## src/rtl/core/bapg_pkg.sv

```systemverilog
// Shared constants for the battery average and percent gauge.
package bapg_pkg;

  // Field widths fixed by the interface.
  localparam int SAMPLE_W = 16;
  localparam int PCT_W    = 7;
  localparam int CFG_W    = 16;
  localparam int IDX_W    = 1;

  // Default ring depth in samples.
  localparam int DEFAULT_WINDOW = 100;

  // Full scale of the percent output.
  localparam logic [PCT_W-1:0] PCT_FULL = 7'd100;

  // Width of the scaled numerator (offset times full scale).
  localparam int PCT_NUM_W = SAMPLE_W + PCT_W;

  // Configuration register indexes.
  localparam logic [IDX_W-1:0] REG_VOLTS_MIN = 1'b0;
  localparam logic [IDX_W-1:0] REG_VOLTS_MAX = 1'b1;

  // Register reset values.
  localparam logic [CFG_W-1:0] VOLTS_MIN_RST = 16'h0000;
  localparam logic [CFG_W-1:0] VOLTS_MAX_RST = 16'hFFFF;

endpackage

```

## src/rtl/core/bapg_ring.sv

```systemverilog
// Sample ring with running sum, write position and fill count.
module bapg_ring #(
  parameter int WINDOW = bapg_pkg::DEFAULT_WINDOW,
  parameter int CNT_W  = $clog2(WINDOW + 1),
  parameter int SUM_W  = bapg_pkg::SAMPLE_W + CNT_W
) (
  input  logic                          clk,
  input  logic                          rst,
  input  logic                          start,
  input  logic [bapg_pkg::SAMPLE_W-1:0] sample,
  output logic                          done,
  output logic [SUM_W-1:0]              sum,
  output logic [CNT_W-1:0]              fill
);

  localparam int PTR_W = (WINDOW > 1) ? $clog2(WINDOW) : 1;

  logic [bapg_pkg::SAMPLE_W-1:0] mem [WINDOW];
  logic [bapg_pkg::SAMPLE_W-1:0] rd_data;
  logic [bapg_pkg::SAMPLE_W-1:0] sample_hold;
  logic [bapg_pkg::SAMPLE_W-1:0] old_val;
  logic [PTR_W-1:0]              wp;
  logic                          phase;
  logic                          full;
  logic [SUM_W-1:0]              sum_next;

  // Entries at or beyond the fill count were never written and count as zero.
  assign full     = (fill == CNT_W'(WINDOW));
  assign old_val  = full ? rd_data : '0;
  assign sum_next = sum - SUM_W'(old_val) + SUM_W'(sample_hold);

  // Ring memory: registered read of the slot about to be overwritten.
  always_ff @(posedge clk) begin
    if (start) begin
      rd_data     <= mem[wp];
      sample_hold <= sample;
    end
    if (phase) begin
      mem[wp] <= sample_hold;
    end
  end

  // Running sum, pointers and completion flag.
  always_ff @(posedge clk) begin
    if (rst) begin
      sum   <= '0;
      fill  <= '0;
      wp    <= '0;
      phase <= 1'b0;
      done  <= 1'b0;
    end else begin
      phase <= start;
      done  <= phase;
      if (phase) begin
        sum <= sum_next;
        if (!full) begin
          fill <= fill + CNT_W'(1);
        end
        if (wp == PTR_W'(WINDOW - 1)) begin
          wp <= '0;
        end else begin
          wp <= wp + PTR_W'(1);
        end
      end
    end
  end

endmodule

```

## src/rtl/core/bapg_div.sv

```systemverilog
// Bit-serial restoring divider, one quotient bit per cycle.
module bapg_div #(
  parameter int N_W = 24,
  parameter int D_W = 16
) (
  input  logic           clk,
  input  logic           rst,
  input  logic           start,
  input  logic [N_W-1:0] dividend,
  input  logic [D_W-1:0] divisor,
  output logic           done,
  output logic [N_W-1:0] quotient
);

  localparam int CT_W = $clog2(N_W + 1);

  logic [D_W-1:0]  rem;
  logic [D_W-1:0]  den;
  logic [CT_W-1:0] count;
  logic [D_W:0]    trial;
  logic            take;

  // One restoring step: shift in the next dividend bit and try a subtract.
  assign trial = {rem, quotient[N_W-1]};
  assign take  = (trial >= {1'b0, den});

  always_ff @(posedge clk) begin
    if (start) begin
      quotient <= dividend;
      den      <= divisor;
      rem      <= '0;
    end else if (count != '0) begin
      quotient <= {quotient[N_W-2:0], take};
      rem      <= take ? D_W'(trial - {1'b0, den}) : trial[D_W-1:0];
    end
  end

  // Step counter and completion pulse.
  always_ff @(posedge clk) begin
    if (rst) begin
      count <= '0;
      done  <= 1'b0;
    end else begin
      done <= (count == CT_W'(1));
      if (start) begin
        count <= CT_W'(N_W);
      end else if (count != '0) begin
        count <= count - CT_W'(1);
      end
    end
  end

endmodule

```

## src/rtl/core/battery_average_percent_gauge.sv

```systemverilog
// Top level of the battery average and percent gauge.
//
//   Port group | Direction | Handshake           | Payload
//   -----------+-----------+---------------------+------------------------
//   input      | in        | in_valid / in_stall | sample_mv
//   output     | out       | out_valid/out_stall | average_mv, percent
//   config     | in        | cfg_write           | cfg_index, cfg_data
//
// Each item passes through the ring, then the shared bit-serial divider runs for the
// average and, when the maximum is above the minimum, for the percent; otherwise
// the percent is zero. No new sample is taken until the item is loaded.
// Reset is synchronous; the ring needs no clearing pass since the fill
// count marks unwritten entries. A stalled result sits in the output
// register while the next item is taken and worked on.
module battery_average_percent_gauge #(
  parameter int WINDOW = bapg_pkg::DEFAULT_WINDOW
) (
  input  logic                          clk,
  input  logic                          rst,
  input  logic                          in_valid,
  output logic                          in_stall,
  input  logic [bapg_pkg::SAMPLE_W-1:0] sample_mv,
  output logic                          out_valid,
  input  logic                          out_stall,
  output logic [bapg_pkg::SAMPLE_W-1:0] average_mv,
  output logic [bapg_pkg::PCT_W-1:0]    percent,
  input  logic                          cfg_write,
  input  logic [bapg_pkg::IDX_W-1:0]    cfg_index,
  input  logic [bapg_pkg::CFG_W-1:0]    cfg_data
);

  localparam int CNT_W   = $clog2(WINDOW + 1);
  localparam int SUM_W   = bapg_pkg::SAMPLE_W + CNT_W;
  localparam int DIV_N_W = (SUM_W > bapg_pkg::PCT_NUM_W) ? SUM_W : bapg_pkg::PCT_NUM_W;
  localparam int DIV_D_W = (CNT_W > bapg_pkg::SAMPLE_W) ? CNT_W : bapg_pkg::SAMPLE_W;

  localparam logic [2:0] S_IDLE  = 3'd0;
  localparam logic [2:0] S_RING  = 3'd1;
  localparam logic [2:0] S_DIV1  = 3'd2;
  localparam logic [2:0] S_SCALE = 3'd3;
  localparam logic [2:0] S_START = 3'd4;
  localparam logic [2:0] S_DIV2  = 3'd5;
  localparam logic [2:0] S_LOAD  = 3'd6;

  logic [2:0]                    state;
  logic [2:0]                    state_next;
  logic [bapg_pkg::CFG_W-1:0]    volts_min;
  logic [bapg_pkg::CFG_W-1:0]    volts_max;
  logic                          in_take;
  logic                          ring_done;
  logic [SUM_W-1:0]              ring_sum;
  logic [CNT_W-1:0]              ring_fill;
  logic                          div_start;
  logic                          div_done;
  logic [DIV_N_W-1:0]            div_num;
  logic [DIV_D_W-1:0]            div_den;
  logic [DIV_N_W-1:0]            div_q;
  logic [bapg_pkg::SAMPLE_W-1:0] avg;
  logic [bapg_pkg::SAMPLE_W-1:0] clamped;
  logic [bapg_pkg::SAMPLE_W-1:0] span;
  logic                          span_ok;
  logic [bapg_pkg::PCT_NUM_W-1:0] scaled;
  logic                          pct_zero;
  logic                          load_ok;

  assign in_stall = (state != S_IDLE);
  assign in_take  = in_valid && !in_stall;
  assign load_ok  = !out_valid || !out_stall;

  // Configuration registers.
  always_ff @(posedge clk) begin
    if (rst) begin
      volts_min <= bapg_pkg::VOLTS_MIN_RST;
      volts_max <= bapg_pkg::VOLTS_MAX_RST;
    end else if (cfg_write) begin
      case (cfg_index)
        bapg_pkg::REG_VOLTS_MIN: volts_min <= cfg_data;
        bapg_pkg::REG_VOLTS_MAX: volts_max <= cfg_data;
        default: ;
      endcase
    end
  end

  bapg_ring #(
    .WINDOW (WINDOW),
    .CNT_W  (CNT_W),
    .SUM_W  (SUM_W)
  ) u_ring (
    .clk    (clk),
    .rst    (rst),
    .start  (in_take),
    .sample (sample_mv),
    .done   (ring_done),
    .sum    (ring_sum),
    .fill   (ring_fill)
  );

  // The divider is shared: average first, then the percent.
  assign div_start = ((state == S_RING) && ring_done) || (state == S_START);
  assign div_num   = (state == S_RING) ? DIV_N_W'(ring_sum) : DIV_N_W'(scaled);
  assign div_den   = (state == S_RING) ? DIV_D_W'(ring_fill) : DIV_D_W'(span);

  bapg_div #(
    .N_W (DIV_N_W),
    .D_W (DIV_D_W)
  ) u_div (
    .clk      (clk),
    .rst      (rst),
    .start    (div_start),
    .dividend (div_num),
    .divisor  (div_den),
    .done     (div_done),
    .quotient (div_q)
  );

  // Clamp the average into the configured span.
  assign span_ok = (volts_max > volts_min);
  assign span    = volts_max - volts_min;
  always_comb begin
    clamped = avg;
    if (clamped > volts_max) begin
      clamped = volts_max;
    end
    if (clamped < volts_min) begin
      clamped = volts_min;
    end
  end

  // Average capture and registered scaling product.
  always_ff @(posedge clk) begin
    if ((state == S_DIV1) && div_done) begin
      avg <= div_q[bapg_pkg::SAMPLE_W-1:0];
    end
    if (state == S_SCALE) begin
      scaled   <= bapg_pkg::PCT_NUM_W'(clamped - volts_min) *
                  bapg_pkg::PCT_NUM_W'(bapg_pkg::PCT_FULL);
      pct_zero <= !span_ok;
    end
  end

  // Sequencer.
  always_comb begin
    state_next = state;
    case (state)
      S_IDLE:  if (in_take) state_next = S_RING;
      S_RING:  if (ring_done) state_next = S_DIV1;
      S_DIV1:  if (div_done) state_next = S_SCALE;
      S_SCALE: state_next = span_ok ? S_START : S_LOAD;
      S_START: state_next = S_DIV2;
      S_DIV2:  if (div_done) state_next = S_LOAD;
      S_LOAD:  if (load_ok) state_next = S_IDLE;
      default: state_next = S_IDLE;
    endcase
  end

  always_ff @(posedge clk) begin
    if (rst) begin
      state <= S_IDLE;
    end else begin
      state <= state_next;
    end
  end

  // Output register, loaded when empty or being taken.
  always_ff @(posedge clk) begin
    if (rst) begin
      out_valid <= 1'b0;
    end else if ((state == S_LOAD) && load_ok) begin
      out_valid <= 1'b1;
    end else if (!out_stall) begin
      out_valid <= 1'b0;
    end
  end

  always_ff @(posedge clk) begin
    if ((state == S_LOAD) && load_ok) begin
      average_mv <= avg;
      percent    <= pct_zero ? '0 : div_q[bapg_pkg::PCT_W-1:0];
    end
  end

endmodule
```

## config.mk

```make
export PLATFORM = sky130hd
export DESIGN_NAME = battery_average_percent_gauge
export DESIGN_NICKNAME = d
export VERILOG_FILES = /design/src/rtl/core/bapg_pkg.sv /design/src/rtl/core/bapg_ring.sv /design/src/rtl/core/bapg_div.sv /design/src/rtl/core/battery_average_percent_gauge.sv
export SDC_FILE = /design/constraint.sdc
export NUM_CORES = 2
export LEC_CHECK = 0
export BUFFER_PORTS_ARGS = -buffer_cell sky130_fd_sc_hd__buf_2
export CORE_MARGIN = 2
export CORE_UTILIZATION = 50
export DETAILED_ROUTE_END_ITERATION = 8
export PLACE_DENSITY = 0.68
export SYNTH_ARGS = -nofsm -noshare
export SYNTH_HDL_FRONTEND = slang
export SYNTH_HIERARCHICAL = 1
export SYNTH_SLANG_ARGS = --single-unit
```

## constraint.sdc

```tcl
create_clock -name clk -period 8.9 [get_ports clk]
set_input_delay 0 -clock clk [delete_from_list [all_inputs] [get_ports clk]]
set_output_delay 0 -clock clk [all_outputs]
set_load 0.01 [all_outputs]
```

Word-level counts from Yosys, hierarchy flattened:

Memory sizes are Yosys's and may differ from the RTL's. A register that Yosys moved wholly into a read port is not among the register bits.
Cells that the tools add are included.

* bits in registers: 213
* RAM bits: 1600
* input port bits: 38
* output and inout bits: 25
* word-level logic and storage cells: 94
* memories: 1

Memory list
* u_ring.mem: depth 100, width 16, read ports 1, clocked after memory_dff 1, write ports 1, line bapg_ring.sv:18 `logic [bapg_pkg::SAMPLE_W-1:0] mem [WINDOW];`

* add/subtract/negate cells: 8
* $mul: 1
* magnitude comparators: 4
* equal/unequal tests: 15
* mux-type cells: 22
* bitwise operators: 2
* reduce and logical (&&, ||, !) cells: 19

Operator list (number)
* 2-to-1 mux 23 bit: 3
* 2-to-1 mux 16 bit: 4
* greater-than comparator 16 bit: 2
* subtractor 16 bit: 2
* adder 23 x 16 -> 23 bit: 1
* multiplier 23 x 5 -> 21 bit, second input constant: 1
* subtractor 23 x 16 -> 23 bit: 1
* one-hot mux 3 bit (7 select lines): 1
* greater-or-equal comparator 17 x 16 -> 1 bit: 1
* subtractor 16 x 16 -> 17 bit: 1
* < comparator 16 bit: 1
* 2-to-1 mux 3 bit: 5
* adder 7 x 1 -> 7 bit, second input constant: 2
* equality test 7 bit, second input constant: 2
* 2-to-1 mux 7 bit: 2
* 2-to-1 mux 5 bit: 2
* inequality test 2 x 1 -> 1 bit, second input constant: 5
* equality test 3 bit, second input constant: 3
* equality test 3 x 2 -> 1 bit, second input constant: 2
* AND reduction 2 bit: 3
* equality test 5 x 1 -> 1 bit, second input constant: 1
* AND reduction 5 bit: 1
* nonzero test 5 bit: 1
* subtractor 5 x 1 -> 5 bit, second input constant: 1
* other kinds (12): 23

Longest topological paths before layout:

* depth after elaboration: 6
* gate-level depth with buffers: 39
* depth with buffers taken out: 37

Hierarchy:

The synthesis kept the hierarchy.

By module, submodules not included
* bapg_ring: times used 1, cells an instance 3774, area each 66222.3 sq um, seq. area each 49787.8 sq um
* battery_average_percent_gauge: times used 1, cells an instance 865, area each 7857.5 sq um, seq. area each 2552.4 sq um
* bapg_div: times used 1, cells an instance 342, area each 3510.9 sq um, seq. area each 1611.5 sq um

Worst setup path before layout:

OpenSTA, ideal clock, no wires.

* path type: reg2reg
* from: register avg[10] (netlist name)
* to: register scaled[21] (netlist name), data pin
* library setup time: 265 ps
* arrival time: 8064 ps
* required time: 8635 ps
* path slack: 570 ps
* cell stages (with the launch flop): 37
* path buffers: 2
* clock period less this slack: 8330 ps
* path through: edfxtp_1 -> ha_1 -> nand3_2 -> nor4_4 -> inv_2 -> o221a_2 -> or2_2 -> clkbuf_1 -> o21ai_0 -> ha_1 -> a21oi_1 -> nand2_1 -> a221oi_1 -> o21ai_0 -> nor4b_1 -> a31oi_4 -> buf_12 -> mux2_4 -> ha_1 -> nor2b_1 -> o31a_1 -> o221a_2 -> a311o_1 -> o22ai_1 -> xor2_1 -> inv_1 -> ha_1 -> ha_1 -> inv_1 -> fa_1 -> inv_1 -> ha_1 -> a21oi_1 -> nand2_1 -> a21oi_1 -> o21ai_0 -> xor2_1

* longest elaborated chain between the ends: 6

Ends and longest elaborated chain
* start, declared: line battery_average_percent_gauge.sv:58 `logic [bapg_pkg::SAMPLE_W-1:0] avg;`
* start signal, assigned: line battery_average_percent_gauge.sv:132 `avg <= div_q[bapg_pkg::SAMPLE_W-1:0];`
* greater-than comparator 16 bit: line battery_average_percent_gauge.sv:121 `if (clamped > volts_max) begin`
* 2-to-1 mux 16 bit *: line battery_average_percent_gauge.sv:121
* < comparator 16 bit: line battery_average_percent_gauge.sv:124 `if (clamped < volts_min) begin`
* 2-to-1 mux 16 bit *: line battery_average_percent_gauge.sv:124
* subtractor 16 x 16 -> 17 bit *: line battery_average_percent_gauge.sv:135 `scaled <= bapg_pkg::PCT_NUM_W'(clamped - volts_min) *`
* multiplier 23 x 5 -> 21 bit *: line battery_average_percent_gauge.sv:135
* end signal, assigned: line battery_average_percent_gauge.sv:135
* end, declared: line battery_average_percent_gauge.sv:62 `logic [bapg_pkg::PCT_NUM_W-1:0] scaled;`

Mark *: on every way between the ends. The rest lies on a longest branch, timed or not.
A chain may end at the register's enable or synchronous reset.

Worst setup path in the final report:

* from: register volts_max[10] (netlist name)
* to: register scaled[22] (netlist name), data pin

* longest elaborated chain between the ends: 6

Ends and longest elaborated chain
* start, declared: line battery_average_percent_gauge.sv:48 `logic [bapg_pkg::CFG_W-1:0] volts_max;`
* start signal, assigned: line battery_average_percent_gauge.sv:74 `volts_max <= bapg_pkg::VOLTS_MAX_RST;`
* start signal, assigned: line battery_average_percent_gauge.sv:78 `bapg_pkg::REG_VOLTS_MAX: volts_max <= cfg_data;`
* greater-than comparator 16 bit: line battery_average_percent_gauge.sv:121
* 2-to-1 mux 16 bit *: line battery_average_percent_gauge.sv:121
* < comparator 16 bit: line battery_average_percent_gauge.sv:124
* 2-to-1 mux 16 bit *: line battery_average_percent_gauge.sv:124
* subtractor 16 x 16 -> 17 bit *: line battery_average_percent_gauge.sv:135
* multiplier 23 x 5 -> 21 bit *: line battery_average_percent_gauge.sv:135

Marked as above.

==> metrics.txt <==
status finished with violations; violated checks slew limit; gpl congestion 0.960; Vias/cell 6.47; worst-case vdd ir drop 0.000279 V; CP Buf/Inv Count 4; WP data required 9.46 ns; setup TNS 0 ns; pwr dens approximately 250 nW/um2; Avg Cell Area, Syn roughly 16 um2; DRC 0; r2r startpoint volts_max[10]; post-synthesis register bit count between 1500 and 2000; Ports 63; Worst-Skew Late Latency between 0.8 and 0.9 ns; Worst Hold Path EP volts_max[14]; Detailed Place HPWL 140000 um; Ys Warns 6; FF-to-FF End scaled[22]; min-delay src cfg_data[14]; vias in the first global route 46200; total power 22.2 mW; WHS 0.0345 ns; vias approximately 48000; Main synth FF type edfxtp_1; final instance area 87500 um2; largest net degree at the start of global routing 102; max-slew violations 2; die width slightly below 400 um; number of H-tree levels 4; gr usage total 29.0%; Clock Tree Buf Depth 3; die height 398 um; Post-synth EDFFs around 1700; Worst Skew 0.0551 ns; Routed WL per cell 31.1 um; initial core utilization 50.4%; drt first pass iters 6; Setup crit start volts_max[10]; cell mode on critical path ha_1; Worst-Margin Slew 1.54 ns; commonest non-fill, non-tap cell in the layout edfxtp_1; global-route wire length before repair 331000 um; TritonCTS clock tree done; RSZ-0062 raised after global routing false; gr ovfl total 0; number of cells on the worst hold path 4; Setup crit end kind flip-flop; pre-CTS setup slack -0.264 ns; Leakage around 29 nW; fmax 0.119 GHz; antenna-violating nets left 0; Worst EP arrival about 9 ns; Hold Fails Final Rpt 0; row cnt 144; CTS Buf Count about 180; filler cell count between 10000 and 15000; most frequent cells in the layout 1732 x edfxtp_1, 312 x nor2_1, 274 x nand2_1; Slowest cell on crit path fa_1; die area 158000 um2; CP Launch Type flip-flop; Post-layout nets approximately 5500; Routed WL 231000 um; Worst path depth 35; post-synthesis sequential area ratio 69.5%; Clock Sinks 1829; Clk Tree Root Cell clkbuf_16; R2R Setup Slk 0.50 ns; Final Setup Violations 0; Hold Crit Class in2reg; Worst-path clk slew 0.06 ns; mapped cell area 77600 um2; share of layout cells above drive strength 1 17.0%; crit-path max FO 15; Top delay family on crit path compound AO/OA/AOI/OAI gates; Gate Count Post-Synth 4981; Slew HR -2.47%; asr flop ratio synth 0%; Port-buffer cells 62; count of cell types in the netlist 97; syn nets about 5200; area delta synth->final 12.8%; Tmin final approximately 8.4 ns; CP max stage delay 0.52 ns; initial antenna violation count 11; Final Cycle Share 94.3%; Reg2Reg Depth 35; max cap viols 0; Cell Area, Placed 80800 um2; worst setup margin approximately 0.50 ns; Worst Path Class, Setup reg2reg; initial DRC count 6960; Core ar. 154000 um2
## worst min-delay path: cells and delay by family
family	cells	cell delay (ns)
buffers and inverters	2	0.63
AND/OR/NAND/NOR	1	0.14
AO/OA/AOI/OAI	1	0.09
## final cells by class
type	count	area, um2	share of cell area (%)
diodes	6	15.0	0.0172
clock buffers	251	4920	5.62
clock inverters	82	803	0.918
inverters	185	699	0.799
multi-input cells	2665	21600	24.7
flip-flops and latches	1829	54000	61.7
well taps	2044	2560	2.92
repair buffers	374	2970	3.39
## metal layers
layer / wire [um] / track usage [%] / part of all wire (%) / vias up
met4: 14200 / 15.6 / 6.1 / 12
met3: 25700 / 6.75 / 11 / 634
met2: 107000 / 45.1 / 46 / 2989
met5: 84 / 0 / 0.036 / -
met1: 84800 / 38.1 / 37 / 24400
li1: - / - / - / 20100
## power breakdown
group / switching (mW) / internal, mW
Combinational: 2.80 / 1.87
Sequential: 0.185 / 9.90
Clock: 3.34 / 4.11
Total: 6.32 / 15.9
## synthesized netlist by cell type, drive strengths merged (35+ instances only)
library cell	instances	area (um2)
o21ai	161	810
nor2	321	1200
o22ai	74	463
a21oi	214	1080
dfxtp	97	1940
a22oi	86	646
buf	188	1110
a221oi	199	1750
ha	157	1960
clkbuf	114	428
nor3	35	175
xnor2	54	473
nand2	276	1040
mux2i	148	1480
mux2	180	2060
nand3	55	280
inv	184	691
edfxtp	1732	52000
mux4	141	3190
## state kept, by name, indices dropped and copies added, names as in the netlist, 21 cells and up
register	count
scaled	21
u_div/quotient	23
u_ring/sum	23
u_ring/mem	1600
## per-stage QoR
step           instances  util [%]
4_1_cts             7424      56.7
3_3_place_gp        7004      52.5
2_1_floorplan       4981         -
6_report            7436      56.8
3_5_place_dp        7004      52.5
5_1_grt             7430      56.8
## timing repair
action / in CTS / in global routing
endpoints found under the hold margin: 141 / 0
endpoints found under the setup margin: 4 / 7
hold buffers: 87 / 0
buffers inserted: 0 / 6
resized for setup: 3 / 19
pin swaps: 0 / 7
## worst max path at each step
stage,to,slack [ns]
2_1_floorplan,scaled[21],0.57
5_1_grt,scaled[22],0.0006
3_5_place_dp,scaled[19],-0.26
4_1_cts,scaled[19],0.09
6_report,scaled[22],0.50
3_3_place_gp,scaled[21],-0.09
## logic make-up (layout without fill, tap and decap cells)
group	after synthesis	count (layout)	share of synthesized area [%]
AOI/OAI and AO/OA	1039	1039	9.45
xor gates and xnor gates	78	78	0.880
adders and majority gates	190	190	3.38
buffers and inverters	487	892	2.87
DFF	1829	1829	69.5
muxes	469	469	8.67
other	0	6	0
and+or+nand+nor	889	889	5.21
(Power assumes the default switching activity.)
